==> config.mk <==
export PLATFORM = sky130hd
export DESIGN_NAME = tcch_sqrt_cell
export DESIGN_NICKNAME = d
export VERILOG_FILES = /design/src/rtl/core/tcch_pkg.sv /design/src/rtl/core/tcch_sqrt_cell.sv
export SDC_FILE = /design/constraint.sdc
export NUM_CORES = 1
export LEC_CHECK = 0
export ABC_AREA = 1
export BUFFER_PORTS_ARGS = -buffer_cell sky130_fd_sc_hd__buf_2
export CORE_AREA = 2 2 167 169
export DETAILED_ROUTE_END_ITERATION = 16
export DIE_AREA = 0 0 169 171
export PLACE_DENSITY = 0.74
export SYNTH_ARGS = -nofsm -noshare
export SYNTH_HDL_FRONTEND = slang
export SYNTH_SLANG_ARGS = --single-unit
==> constraint.sdc <==
create_clock -name i_clk -period 2.9 [get_ports i_clk]
set_input_delay 0.435 -clock i_clk [delete_from_list [all_inputs] [get_ports i_clk]]
set_output_delay 0.435 -clock i_clk [all_outputs]
set_load 0.005 [all_outputs]
==> src/rtl/core/tcch_pkg.sv <==
// Shared types, constants and tables of the tilt-compensated compass heading block.
// No dependencies; every module of the block imports this package.
`timescale 1ns / 1ps

package tcch_pkg;

    localparam int SqrtSteps   = 30;
    localparam int CordicSteps = 20;
    localparam int RadW        = 2 * SqrtSteps;
    localparam int RemW        = SqrtSteps + 4;
    localparam int CxW         = 43;
    localparam int CzW         = 25;
    localparam int IdxW        = 5;

    localparam logic [2:0] CfgMinX = 3'd0;
    localparam logic [2:0] CfgMinY = 3'd1;
    localparam logic [2:0] CfgMinZ = 3'd2;
    localparam logic [2:0] CfgMaxX = 3'd3;
    localparam logic [2:0] CfgMaxY = 3'd4;
    localparam logic [2:0] CfgMaxZ = 3'd5;

    localparam logic [24:0] FullTurn    = 25'd23592960;
    localparam logic [24:0] HalfTurn    = 25'd11796480;
    localparam logic [22:0] QuarterTurn = 23'd5898240;
    localparam logic [24:0] RoundBias   = 25'd512;
    localparam logic [14:0] HeadingWrap = 15'd23040;

    typedef struct packed {
        logic signed [15:0] mag_x;
        logic signed [15:0] mag_y;
        logic signed [15:0] mag_z;
        logic signed [15:0] acc_x;
        logic signed [15:0] acc_y;
        logic signed [15:0] acc_z;
    } t_in;

    typedef struct packed {
        logic [14:0] heading_q6;
        logic        invalid;
    } t_out;

    typedef struct packed {
        logic        exneg;
        logic        nxneg;
        logic        inv;
        logic        zz;
    } t_tag;

    typedef struct packed {
        logic [32:0] exmag;
        logic [48:0] nxmag;
        t_tag        tag;
    } t_side;

    function automatic logic signed [CzW-1:0] atan_tab(input logic [IdxW-1:0] idx);
        logic signed [CzW-1:0] v;
        case (idx)
            5'd0:    v = 25'sd2949120;
            5'd1:    v = 25'sd1740967;
            5'd2:    v = 25'sd919879;
            5'd3:    v = 25'sd466945;
            5'd4:    v = 25'sd234379;
            5'd5:    v = 25'sd117304;
            5'd6:    v = 25'sd58666;
            5'd7:    v = 25'sd29335;
            5'd8:    v = 25'sd14668;
            5'd9:    v = 25'sd7334;
            5'd10:   v = 25'sd3667;
            5'd11:   v = 25'sd1833;
            5'd12:   v = 25'sd917;
            5'd13:   v = 25'sd458;
            5'd14:   v = 25'sd229;
            5'd15:   v = 25'sd115;
            5'd16:   v = 25'sd57;
            5'd17:   v = 25'sd29;
            5'd18:   v = 25'sd14;
            5'd19:   v = 25'sd7;
            default: v = 25'sd0;
        endcase
        return v;
    endfunction

endpackage

==> src/rtl/core/tcch_sqrt_cell.sv <==
// One cell of the pipelined square-root chain: one result bit per cell.
// Depends on tcch_pkg.
`timescale 1ns / 1ps

module tcch_sqrt_cell import tcch_pkg::*; (
    input  logic                 i_clk,
    input  logic                 i_rst_n,
    input  logic                 i_en,
    input  logic                 i_valid,
    input  logic [RadW-1:0]      i_rad,
    input  logic [RemW-1:0]      i_rem,
    input  logic [SqrtSteps-1:0] i_root,
    input  t_side                i_side,
    output logic                 o_valid,
    output logic [RadW-1:0]      o_rad,
    output logic [RemW-1:0]      o_rem,
    output logic [SqrtSteps-1:0] o_root,
    output t_side                o_side
);

    logic [RemW-1:0] w_wr;
    logic [RemW-1:0] w_tr;
    logic            w_ge;

    assign w_wr = {i_rem[RemW-3:0], i_rad[RadW-1 -: 2]};
    assign w_tr = {2'b00, i_root, 2'b01};
    assign w_ge = (w_wr >= w_tr);

    always_ff @(posedge i_clk) begin
        if (!i_rst_n) begin
            o_valid <= 1'b0;
        end else if (i_en) begin
            o_valid <= i_valid;
        end
        if (i_en) begin
            o_rad  <= {i_rad[RadW-3:0], 2'b00};
            o_rem  <= w_ge ? (w_wr - w_tr) : w_wr;
            o_root <= {i_root[SqrtSteps-2:0], w_ge};
            o_side <= i_side;
        end
    end

endmodule

==> impl_results.md <==
- IO Count: 425
- Share of the yosys chip area belonging to registers: 0.670
- RSZ-0062 raised after global routing: no
- Worst reg2reg setup slack: 2.26 ns
- Die Ht: 171 um
- Fin. max-slew vios: 0
- Max cap viols: 0
- Power, Total: 0.00814 W
- Root Buffer: clkbuf_16
- CP Capture Point: o_rem[16]
- Drt pass-1 iters: 6
- Post-CTS Hold Buffers: 0
- Setup bufs post-CTS: 0
- Synthesized cell area: 9360 um2
- CP Data Arrival Time: 2.42 ns
- Placed insts: 1630
- Core outline area: 27300 um2
- R2R depth: 2
- Lkg Pwr: 6.22 nW
- Row count: 61
- Clock Sinks: 209
- Worst r2r dst: o_valid
- Final wirelength: 33.2 mm
- Main area contributors after synthesis: edfxtp_1, nand2_1, inv_1
- Latest clock arrival within the worst-skew pair: 0.50 ns
- Clock Tree Buf Depth: 3
- Slew margin rel.: 0.634
- Crit start category: input port
- Setup violations, final: 0
- Area leader, netlist: edfxtp_1
- # DRC: 0
- Maximum vdd drop: 361 uV
- Die area: 28900 um2
- Layout cells sized above 1: 0.373
- GRT Overall Usage: 0.217
- Chip width: 169 um
- Fin nets: 1556
- CTS resizes: 0
- Worst-path clk slew: 0.06 ns
- Via density: 4.64
- Worst setup path startpoint: i_root[13]
- Cts bufs inserted: 24
- Gpl congestion: 0.906
- Endpoints failing hold: 0
- Starting Density: 0.342
- Worst setup path class: in2reg
- Via count: 7779
- CTS H-tree depth: 1
- Post-Layout Cell Count: 1677
- Synth Warn #: 0
- DP Area: 11900 um2
- Crit end category: flip-flop
- Skew final: 0 ns
- Minimum clock period: 2.08 ns
- Setup TNS: 0 ns
- Final instance area: 12800 um2
- WL/cell: 19.8 um
- Post-DP HPWL: 26.8 mm
- Fmax: 480 MHz
- Antenna-violating nets left: 0
- Largest net degree at the start of global routing: 67
- Mapped Cells: 859
- Flops & latches, synth: 209
- Cell area power density: 637 nW/um2
- TritonCTS clock tree: done
- Crit path required time: 3.24 ns
- Hold crit path type: in2reg
- Total grt overflow: 0
- Worst r2r src: o_valid
- Worst Tran Pin Value: 0.549 ns
- Number of global-route vias before repair: 7549
- Synth top area share: 0.667
- Final Cycle Share: 0.718
- First-pass GRT wire length: 46.4 mm
- Status: finished clean
- Avg Inst Size Synth: 10.9 um2
- Iteration-0 DRC count of the detailed router: 603
- Area Overhead vs Synth: 36.6%
- Worst hold slack: 0.103 ns
- Critical path peak fanout: 32
- Netlist cell types: 30
- Buffers on Ports: 420
- Initial antenna violation count: 11
synthesized netlist by cell type, drive strengths merged:
library cell    n
inv           135
o21bai          3
nand3b          7
nand4           8
xnor2           2
dfxtp           1
nand2b          1
nand2         295
nor4            2
ha             32
nor2           58
buf             9
a21oi          24
conb            1
nand3          43
o21ai           9
nor3            7
xor2           14
edfxtp        208
worst max-delay path, stage by stage:
cell,delay (ns)
buf_2,0.14
inv_1,0.06
ha_1,0.32
nand2_1,0.14
inv_2,0.05
nand2_1,0.13
nor2_1,0.10
nand3_1,0.13
nand3_2,0.12
nor2_4,0.16
nand2_8,0.07
inv_4,0.29
nand2_1,0.10
nand2_1,0.16
power by group:
part | internal, W | switching [W]
Sequential | 0.00365 | 0.0000712
Combinational | 0.000501 | 0.000755
Clock | 0.00197 | 0.00120
Total | 0.00612 | 0.00202
logic make-up (layout without fill, tap and decap cells):
family                   Yosys count  count (layout)  synth area share
flip-flops                       209             209             0.670
AND/OR/NAND/NOR                  421             421             0.188
AO/OA/AOI/OAI                     36              36            0.0209
other                              1               5          0.000401
buffers and inverters            144             612            0.0638
XOR/XNOR                          16              16            0.0150
adder cells (fa/ha/maj)           32              32            0.0428
sequential cells by signal (all words and copies together) (netlist names):
signal	count
o_rad	58
o_rem	34
o_root	30
o_valid	1
o_side	86
cells in the final DEF (no fill, tap or decap), drive strengths merged:
master | netlist | routed
buf | 9 | 433
nand2 | 295 | 295
edfxtp | 208 | 208
inv | 135 | 137
nor2 | 58 | 58
nand3 | 43 | 43
ha | 32 | 32
clkbuf | 0 | 31
a21oi | 24 | 24
xor2 | 14 | 14
o21ai | 9 | 9
nand4 | 8 | 8
nor3 | 7 | 7
nand3b | 7 | 7
clkinv | 0 | 6
bufinv | 0 | 4
diode | 0 | 3
o21bai | 3 | 3
nor4 | 2 | 2
xnor2 | 2 | 2
conb | 1 | 2
nand2b | 1 | 1
clkinvlp | 0 | 1
dfxtp | 1 | 1
metal layers:
metal | wire [um] | vias to the layer above | GRT usage
li1 | - | 3731 | -
met1 | 13200 | 3667 | 0.267
met2 | 16100 | 307 | 0.372
met3 | 2790 | 62 | 0.0588
met4 | 1020 | 12 | 0.0687
met5 | 73 | - | 0
per-stage QoR:
stage | setup WS (ns) | utilization
after floorplan | 0.855 | -
final | 0.817 | 0.468
after detailed placement | 0.335 | 0.437
after global placement | 0.332 | 0.437
after global routing | 0.682 | 0.468
after CTS | 0.851 | 0.468
layout make-up:
| cell class | instances | area, um2 |
|---|---|---|
| multi-input combinational | 507 | 2500 |
| fill | 2613 | 14500 |
| tap | 346 | 433 |
| clock buffer | 31 | 658 |
| antenna | 3 | 7.51 |
| clock inverter | 13 | 178 |
| inverter | 135 | 509 |
| sequential | 209 | 6270 |
| timing repair buffer | 433 | 2230 |
worst min-delay path by stage:
stage,start,to,cells past startpoint
CTS,i_side[40],o_side[40],1
floorplan,o_valid,o_valid,2
global route,i_side[40],o_side[40],1
finish,i_side[40],o_side[40],1
global placement,o_valid,o_valid,2
detailed placement,o_valid,o_valid,2
Note: power is estimated with default switching activity, not from simulation.
