## src/rtl/core/tcch_pkg.sv

```systemverilog
// Shared types, constants and tables of the tilt-compensated compass heading block.
// No dependencies; every module of the block imports this package.
`timescale 1ns / 1ps

package tcch_pkg;

    localparam int SqrtSteps   = 30;
    localparam int CordicSteps = 20;
    localparam int RadW        = 2 * SqrtSteps;
    localparam int RemW        = SqrtSteps + 4;
    localparam int CxW         = 43;
    localparam int CzW         = 25;
    localparam int IdxW        = 5;

    localparam logic [2:0] CfgMinX = 3'd0;
    localparam logic [2:0] CfgMinY = 3'd1;
    localparam logic [2:0] CfgMinZ = 3'd2;
    localparam logic [2:0] CfgMaxX = 3'd3;
    localparam logic [2:0] CfgMaxY = 3'd4;
    localparam logic [2:0] CfgMaxZ = 3'd5;

    localparam logic [24:0] FullTurn    = 25'd23592960;
    localparam logic [24:0] HalfTurn    = 25'd11796480;
    localparam logic [22:0] QuarterTurn = 23'd5898240;
    localparam logic [24:0] RoundBias   = 25'd512;
    localparam logic [14:0] HeadingWrap = 15'd23040;

    typedef struct packed {
        logic signed [15:0] mag_x;
        logic signed [15:0] mag_y;
        logic signed [15:0] mag_z;
        logic signed [15:0] acc_x;
        logic signed [15:0] acc_y;
        logic signed [15:0] acc_z;
    } t_in;

    typedef struct packed {
        logic [14:0] heading_q6;
        logic        invalid;
    } t_out;

    typedef struct packed {
        logic        exneg;
        logic        nxneg;
        logic        inv;
        logic        zz;
    } t_tag;

    typedef struct packed {
        logic [32:0] exmag;
        logic [48:0] nxmag;
        t_tag        tag;
    } t_side;

    function automatic logic signed [CzW-1:0] atan_tab(input logic [IdxW-1:0] idx);
        logic signed [CzW-1:0] v;
        case (idx)
            5'd0:    v = 25'sd2949120;
            5'd1:    v = 25'sd1740967;
            5'd2:    v = 25'sd919879;
            5'd3:    v = 25'sd466945;
            5'd4:    v = 25'sd234379;
            5'd5:    v = 25'sd117304;
            5'd6:    v = 25'sd58666;
            5'd7:    v = 25'sd29335;
            5'd8:    v = 25'sd14668;
            5'd9:    v = 25'sd7334;
            5'd10:   v = 25'sd3667;
            5'd11:   v = 25'sd1833;
            5'd12:   v = 25'sd917;
            5'd13:   v = 25'sd458;
            5'd14:   v = 25'sd229;
            5'd15:   v = 25'sd115;
            5'd16:   v = 25'sd57;
            5'd17:   v = 25'sd29;
            5'd18:   v = 25'sd14;
            5'd19:   v = 25'sd7;
            default: v = 25'sd0;
        endcase
        return v;
    endfunction

endpackage

```

## src/rtl/core/tcch_cordic_cell.sv

```systemverilog
// One vectoring CORDIC cell: one micro-rotation per cell, registered.
// Depends on tcch_pkg for widths and the arctangent table.
`timescale 1ns / 1ps

module tcch_cordic_cell import tcch_pkg::*; (
    input  logic                  i_clk,
    input  logic                  i_rst_n,
    input  logic                  i_en,
    input  logic [IdxW-1:0]       i_idx,
    input  logic                  i_valid,
    input  logic signed [CxW-1:0] i_x,
    input  logic signed [CxW-1:0] i_y,
    input  logic signed [CzW-1:0] i_z,
    input  t_tag                  i_tag,
    output logic                  o_valid,
    output logic signed [CxW-1:0] o_x,
    output logic signed [CxW-1:0] o_y,
    output logic signed [CzW-1:0] o_z,
    output t_tag                  o_tag
);

    logic signed [CxW-1:0] w_dx;
    logic signed [CxW-1:0] w_dy;
    logic signed [CzW-1:0] w_at;

    assign w_dx = i_y >>> i_idx;
    assign w_dy = i_x >>> i_idx;
    assign w_at = atan_tab(i_idx);

    always_ff @(posedge i_clk) begin
        if (!i_rst_n) begin
            o_valid <= 1'b0;
        end else if (i_en) begin
            o_valid <= i_valid;
        end
        if (i_en) begin
            if (!i_y[CxW-1]) begin
                o_x <= i_x + w_dx;
                o_y <= i_y - w_dy;
                o_z <= i_z + w_at;
            end else begin
                o_x <= i_x - w_dx;
                o_y <= i_y + w_dy;
                o_z <= i_z - w_at;
            end
            o_tag <= i_tag;
        end
    end

endmodule

```

## config.mk

```make
export PLATFORM = sky130hd
export DESIGN_NAME = tcch_cordic_cell
export DESIGN_NICKNAME = d
export VERILOG_FILES = /design/src/rtl/core/tcch_pkg.sv /design/src/rtl/core/tcch_cordic_cell.sv
export SDC_FILE = /design/constraint.sdc
export NUM_CORES = 1
export LEC_CHECK = 0
export BUFFER_PORTS_ARGS = -buffer_cell sky130_fd_sc_hd__clkbuf_2
export CORE_ASPECT_RATIO = 0.6
export CORE_MARGIN = 4
export CORE_UTILIZATION = 38
export CTS_CLUSTER_SIZE = 10
export DETAILED_ROUTE_END_ITERATION = 8
export PLACE_DENSITY = 0.53
export SYNTH_ARGS = -nofsm -noshare
export SYNTH_HDL_FRONTEND = slang
export SYNTH_SLANG_ARGS = --single-unit
```

## constraint.sdc

```tcl
create_clock -name i_clk -period 14.2 [get_ports i_clk]
set_input_delay 0 -clock i_clk [delete_from_list [all_inputs] [get_ports i_clk]]
set_output_delay 0 -clock i_clk [all_outputs]
set_load 0.03 [all_outputs]
```

==> metrics.yaml, run 1 <==
num_rows: 63
cp_common_cell: "buf_4"
slew_headroom_pct: -2.87
grt_pass1_wl_mm: 125
drt-initial-drc-count: 2763
clkLatencyLatePin_ns: 0.47
ys_top_cells_by_count: "166 x nor2_1, 162 x a21oi_1, 155 x nand2_1"
grt_max_degree: 61
power_density_nw_per_um2: 110
syn2layout_area_growth_pct: 12.3
io_buffers: 239
syn_nets: 2453
fp.dieW_um: 300
finClkSkew_ns: 0
drive_gt1_share_pct: 21.4
endpoint_kind: "flop"
overflow: 0
die_h_um: 183
synth_seq_area_share_pct: 17.9
slew_violations: 4
cts_tree: "built"
final_cells: 3060
dp_slack_ns: 6.47
diodes: 0
place_inst: 3015
cp-start-kind: "primary input"
required_ns: 14.40
synth-warning-count: 0
slowest_stage: "nor4_1"
wire_per_inst_um: 28.4
maxCapViolCount: 0
worstSetupPathType: "in -> reg"
power.total_mw: 2.40
first_global_vias: 18583
leakage_nw: 8.88
synth-main-ff-cell: "edfxtp_1"
dieArea_um2: 54800
wl_mm: 86.8
grt_antenna_before_repair: 2
setup_viol: 0
tns_ns: 0
whs_ns: 0.0162
synthCells: 2200
max_freq_mhz: 133
cts_max_level: 4
synth_seq_cells: 116
violations: "slew limit"
period_share_pct: 52.9
synth_top_area_share_pct: 17.8
dr.pass1.iters: 6
n_fill_cell: 4932
antenna_left: 0
yosysTopAreaCell: "edfxtp_1"
core_um2: 49900
clock_path_buffers: 2
cts-buffers-inserted: 17
layout_setup_ws_ns: 6.68
synthTopCellsByArea: "edfxtp_1 18%, mux4_2 12%, ha_1 8.1%"
gp_congestion: 1.08
drc_errors: 0
initial_utilization_pct: 38.8
hold_class: "in -> reg"
cts-root-buf: "clkbuf_16"
arrival_ns: 7.72
finalHoldViolCount: 0
dp_hpwl_mm: 66.5
synth-edff-count: 115
crit_path_cell_trace: "buf_4 > buf_4 > buf_4 > mux4_2 > mux2i_1 > o22ai_1 > or2_2 > nor4_1 > nand4_1 > nor3b_1 > and2_1 > a21oi_1 > xnor2_1 > ha_1 > nand3_1 > nor2_1 > nand2_1 > a211oi_1 > nor2_1 > o211ai_1 > nor4_1 > o41a_1 > o21ai_0 > xor2_1"
synthArstFlopShare_pct: 0
cp_slowest_stage_delay_ns: 0.69
status: "complete, but fails checks"
ys_types: 100
vias: 19935
irDropWorstVdd_mv: 0.0966
path_clk_slew_ns: 0.06
fin_area_um2: 21800
min_period_ns: 7.52
synth.most_common_cell: "nor2_1"
post_synth_instance_area_um2: 19400
final_util_pct: 43.6
rsz0062_at_grt: "no"
layout.nets: 2618
placed_area_um2: 21000
avgSynthCellArea_um2: 8.81
crit_path_max_fanout: 59
ioPinCount: 240
grtUsageTotal_pct: 30.5
cts.repair.resized: 0
tightest_slew_ns: 1.54
clock-sinks: 116
via_per_inst: 6.51
## cells by family (layout without fill, tap and decap cells)
logic type	after synthesis	count (layout)	synth area share (%)
AOI/OAI and AO/OA	659	659	23.1
and+or+nand+nor	645	645	16.6
buffers and inverters	196	374	4.56
DFF	116	116	17.9
adders and majority gates	129	129	8.45
xor gates and xnor gates	183	183	8.31
muxes	272	272	21.1
## sequential cells by signal, indices dropped and copies added, names as in the netlist
signal / count
o_tag: 4
o_x: 43
o_valid: 1
o_z: 25
o_y: 43
## critical path: cells and delay by family
family          cells  cell delay [ns]
xor+xnor            2             0.30
fa+ha+maj           1             0.35
simple gates       10             2.66
buf+inv             3             1.69
compound gates      6             1.75
mux                 2             0.86
## what timing repair did
| item | CTS | global route |
|---|---|---|
| hold buffers | 13 | 0 |
| buffers inserted | 0 | 0 |
| endpoints found under the hold margin | 12 | 0 |
## final cells by class
class / count / area, µm² / share of cell area, %
inverters: 56 / 210 / 0.966
well taps: 682 / 853 / 3.92
flip-flops and latches: 116 / 3470 / 16.0
clock buffers: 17 / 425 / 1.96
clock inverters: 15 / 158 / 0.725
repair buffers: 286 / 1600 / 7.37
multi-input cells: 1888 / 15000 / 69.1
## cells in the final DEF, fill, tap and decap left out, types with 65 or more instances in the layout
master      n
mux2i_1   111
xor2_1     76
mux4_2    103
edfxtp_1  115
nor2_1    166
o21ai_0    89
xnor2_1   106
nand2_1   155
ha_1      126
clkbuf_2  232
a21oi_1   162
nand3_1    65
## per-layer routing
metal,global-route usage [%],routed length (µm)
met2,39.7,32900
met4,6.87,1800
met3,15.2,12800
met1,44.4,39100
met5,1.53,126
## power breakdown
group / leakage (nW) / internal, mW / switching (mW)
logic: 7.47 / 0.495 / 0.913
clock network: 0.276 / 0.258 / 0.195
registers: 1.13 / 0.511 / 0.0233
## worst paths after layout
| path | from | endpoint | slack (ns) | depth (start not counted) |
|---|---|---|---|---|
| setup / recovery | i_idx[3] | o_y[40] | 6.68 | 24 |
| hold / removal | i_z[13] | o_z[13] | 0.02 | 3 |
| setup reg to reg | o_valid | o_valid | 13.03 | 3 |
| hold reg to reg | o_valid | o_valid | 1.09 | 3 |
Power figures use the tool's default switching activity.
==> inputs of run 2 (changes only) <==
--- a/config.mk
+++ b/config.mk
@@ -5,13 +5,14 @@
 export SDC_FILE = /design/constraint.sdc
 export NUM_CORES = 1
 export LEC_CHECK = 0
+export ABC_AREA = 1
 export BUFFER_PORTS_ARGS = -buffer_cell sky130_fd_sc_hd__clkbuf_2
 export CORE_ASPECT_RATIO = 0.6
 export CORE_MARGIN = 4
 export CORE_UTILIZATION = 38
 export CTS_CLUSTER_SIZE = 10
 export DETAILED_ROUTE_END_ITERATION = 8
-export PLACE_DENSITY = 0.53
+export PLACE_DENSITY = 0.55
 export SYNTH_ARGS = -nofsm -noshare
 export SYNTH_HDL_FRONTEND = slang
 export SYNTH_SLANG_ARGS = --single-unit
==> constraint.sdc (replaced) <==
create_clock -name i_clk -period 6.7 [get_ports i_clk]
set_input_delay 0 -clock i_clk [delete_from_list [all_inputs] [get_ports i_clk]]
set_output_delay 0 -clock i_clk [all_outputs]
set_load 0.03 [all_outputs]
==> run 2 against run 1 <==
Effect of this change:
- the run now ends clean
- die area fell by 2.9%
- worst hold slack improved by 0.025 ns
- non-clock buffer count fell by 21
- sequential share of layout area up 0.58 points
==> metrics.yaml, run 2 <==
status: "finished clean"
pwr-share-comb_pct: 57.9
post_synth_instance_area_um2: 18800
syn2layout_area_growth_pct: 11.7
holdPathStages: 3
cp_common_cell: "nand2_1"
synth-edff-count: 115
core_um2: 48400
num_rows: 62
final_util_pct: 43.4
cts_max_level: 4
required_ns: 6.90
reg_top3: "o_x: 43 flops, o_y: 43 flops, o_z: 25 flops"
dp_hpwl_mm: 63.6
tns_ns: 0
avgSynthCellArea_um2: 6.02
slew_violations: 0
power.share.switching_pct: 50.2
finClkSkew_ns: 0
synthTopCellsByArea: "nand2_1 20%, edfxtp_1 18%, nand3_1 13%"
fp.dieW_um: 295
synth.most_common_cell: "nand2_1"
path_clk_slew_ns: 0.06
synth-main-ff-cell: "edfxtp_1"
final_cell_mix: "988 x nand2_1, 486 x nand3_1, 299 x inv_1"
synth_top_area_share_pct: 19.7
clock-sinks: 116
vias: 21979
cp-start-kind: "primary input"
seqPwrFrac_pct: 23.4
final_common_cell: "nand2_1"
synth_seq_area_share_pct: 18.5
grtUsageTotal_pct: 28.1
power.total_mw: 4.80
dr.pass1.iters: 6
ioPinCount: 240
tightest_slew_ns: 1.29
grt_pass1_wl_mm: 117
grt_max_degree: 129
wire_per_inst_um: 19.3
slew_headroom_pct: 13.8
wl_mm: 76.4
yosysTopAreaCell: "nand2_1"
min_from: "i_z[23]"
power_density_nw_per_um2: 228
worstSetupPathType: "in -> reg"
synth_seq_cells: 116
io_buffers: 239
antenna_left: 0
period_share_pct: 83.8
timing.rr.end: "o_valid"
crit_path_max_fanout: 64
holdBufCountCts: 10
cts.repair.resized: 0
grt_antenna_before_repair: 0
arrival_ns: 5.82
diodes: 0
worstReg2RegStart: "o_valid"
synthCells: 3126
leakage_nw: 10.6
cts-buffers-inserted: 17
drt-initial-drc-count: 2896
drive_gt1_share_pct: 12.0
p_switching_mw: 2.41
dieArea_um2: 53200
initial_utilization_pct: 38.8
maxCapViolCount: 0
min_period_ns: 5.61
first_global_vias: 19763
cts_setup_buffers: 0
endpoint_kind: "flop"
setup_viol: 0
ys_types: 53
cts-root-buf: "clkbuf_16"
finalHoldViolCount: 0
intPower_mw: 2.39
clock_path_buffers: 2
hold_class: "in -> reg"
cp_slowest_stage_delay_ns: 0.90
layout.nets: 3553
synthArstFlopShare_pct: 0
clkLatencyLatePin_ns: 0.46
irDropWorstVdd_mv: 0.184
reg2reg_depth: 3
critPathLaunch: "i_idx[0]"
die_h_um: 180
max_freq_mhz: 178
cts_tree: "built"
whs_endpoint: "o_z[23]"
rsz0062_at_grt: "no"
clkPwrFrac_pct: 18.7
synth-warning-count: 0
gp_congestion: 1.01
overflow: 0
via_per_inst: 5.56
ys_top_cells_by_count: "988 x nand2_1, 486 x nand3_1, 301 x inv_1"
r2r_slack_ns: 5.50
syn_nets: 3379
drc_errors: 0
slowest_stage: "nor3_1"
-- run 2: how the worst max path moves through the flow --
stage                     cells after the start  endpoint  slack [ns]
after floorplan                              24   o_z[15]        2.76
after global placement                       28   o_y[30]        1.04
after detailed placement                     29   o_y[30]        0.99
after CTS                                    29   o_y[30]        1.45
after global routing                         29   o_y[30]        0.71
final                                        29   o_y[30]        1.09
-- run 2: critical path: cells and delay by family --
| family | cells | cell delay (ns) |
|---|---|---|
| xor+xnor | 2 | 0.34 |
| fa+ha+maj | 2 | 0.67 |
| buf+inv | 6 | 0.97 |
| simple gates | 16 | 2.78 |
| compound gates | 3 | 0.97 |
-- run 2: final cells by class --
cell class / instances / area [µm²]
timing repair buffer: 265 / 1460
multi-input combinational: 2564 / 13500
inverter: 336 / 1270
sequential: 116 / 3470
clock buffer: 17 / 425
tap: 640 / 801
fill: 5277 / 27400
clock inverter: 15 / 119
-- run 2: cells by family after synthesis --
kind of cell | after synthesis | share of synthesized area, %
xor+xnor | 154 | 7.17
simple gates | 1861 | 42.7
fa+ha+maj | 129 | 8.70
buf+inv | 446 | 9.99
compound gates | 420 | 12.9
flops | 116 | 18.5
-- run 2: through the flow --
stage | area [µm²] | hold slack (ns) | worst slack [ns] | instances
after floorplan | 18800 | 0.0935 | 2.76 | 3126
after global placement | 20400 | 0.177 | 1.04 | 3911
after detailed placement | 20400 | 0.179 | 0.990 | 3911
after CTS | 21000 | 0.000443 | 1.45 | 3953
after global routing | 21000 | 0.0325 | 0.713 | 3953
final | 21000 | 0.0407 | 1.09 | 3953
-- run 2: power groups by stage --
stage          Sequential [mW]  Combinational [mW]  Clock [mW]
3_3_place_gp              1.14                2.71           0
4_1_cts                   1.13                2.74       0.922
2_1_floorplan             1.53                1.55           0
5_1_grt                   1.14                3.04       0.955
3_5_place_dp              1.14                2.72           0
6_report                  1.12                2.78       0.897
-- run 2: metal layers --
layer  part of all wire (%)  wire length (µm)  global-route usage [%]
met5                      0                 0                       0
met4                    1.1               809                    4.53
met3                     11              8030                    6.66
met2                     38             29100                    37.8
met1                     50             38400                    45.1
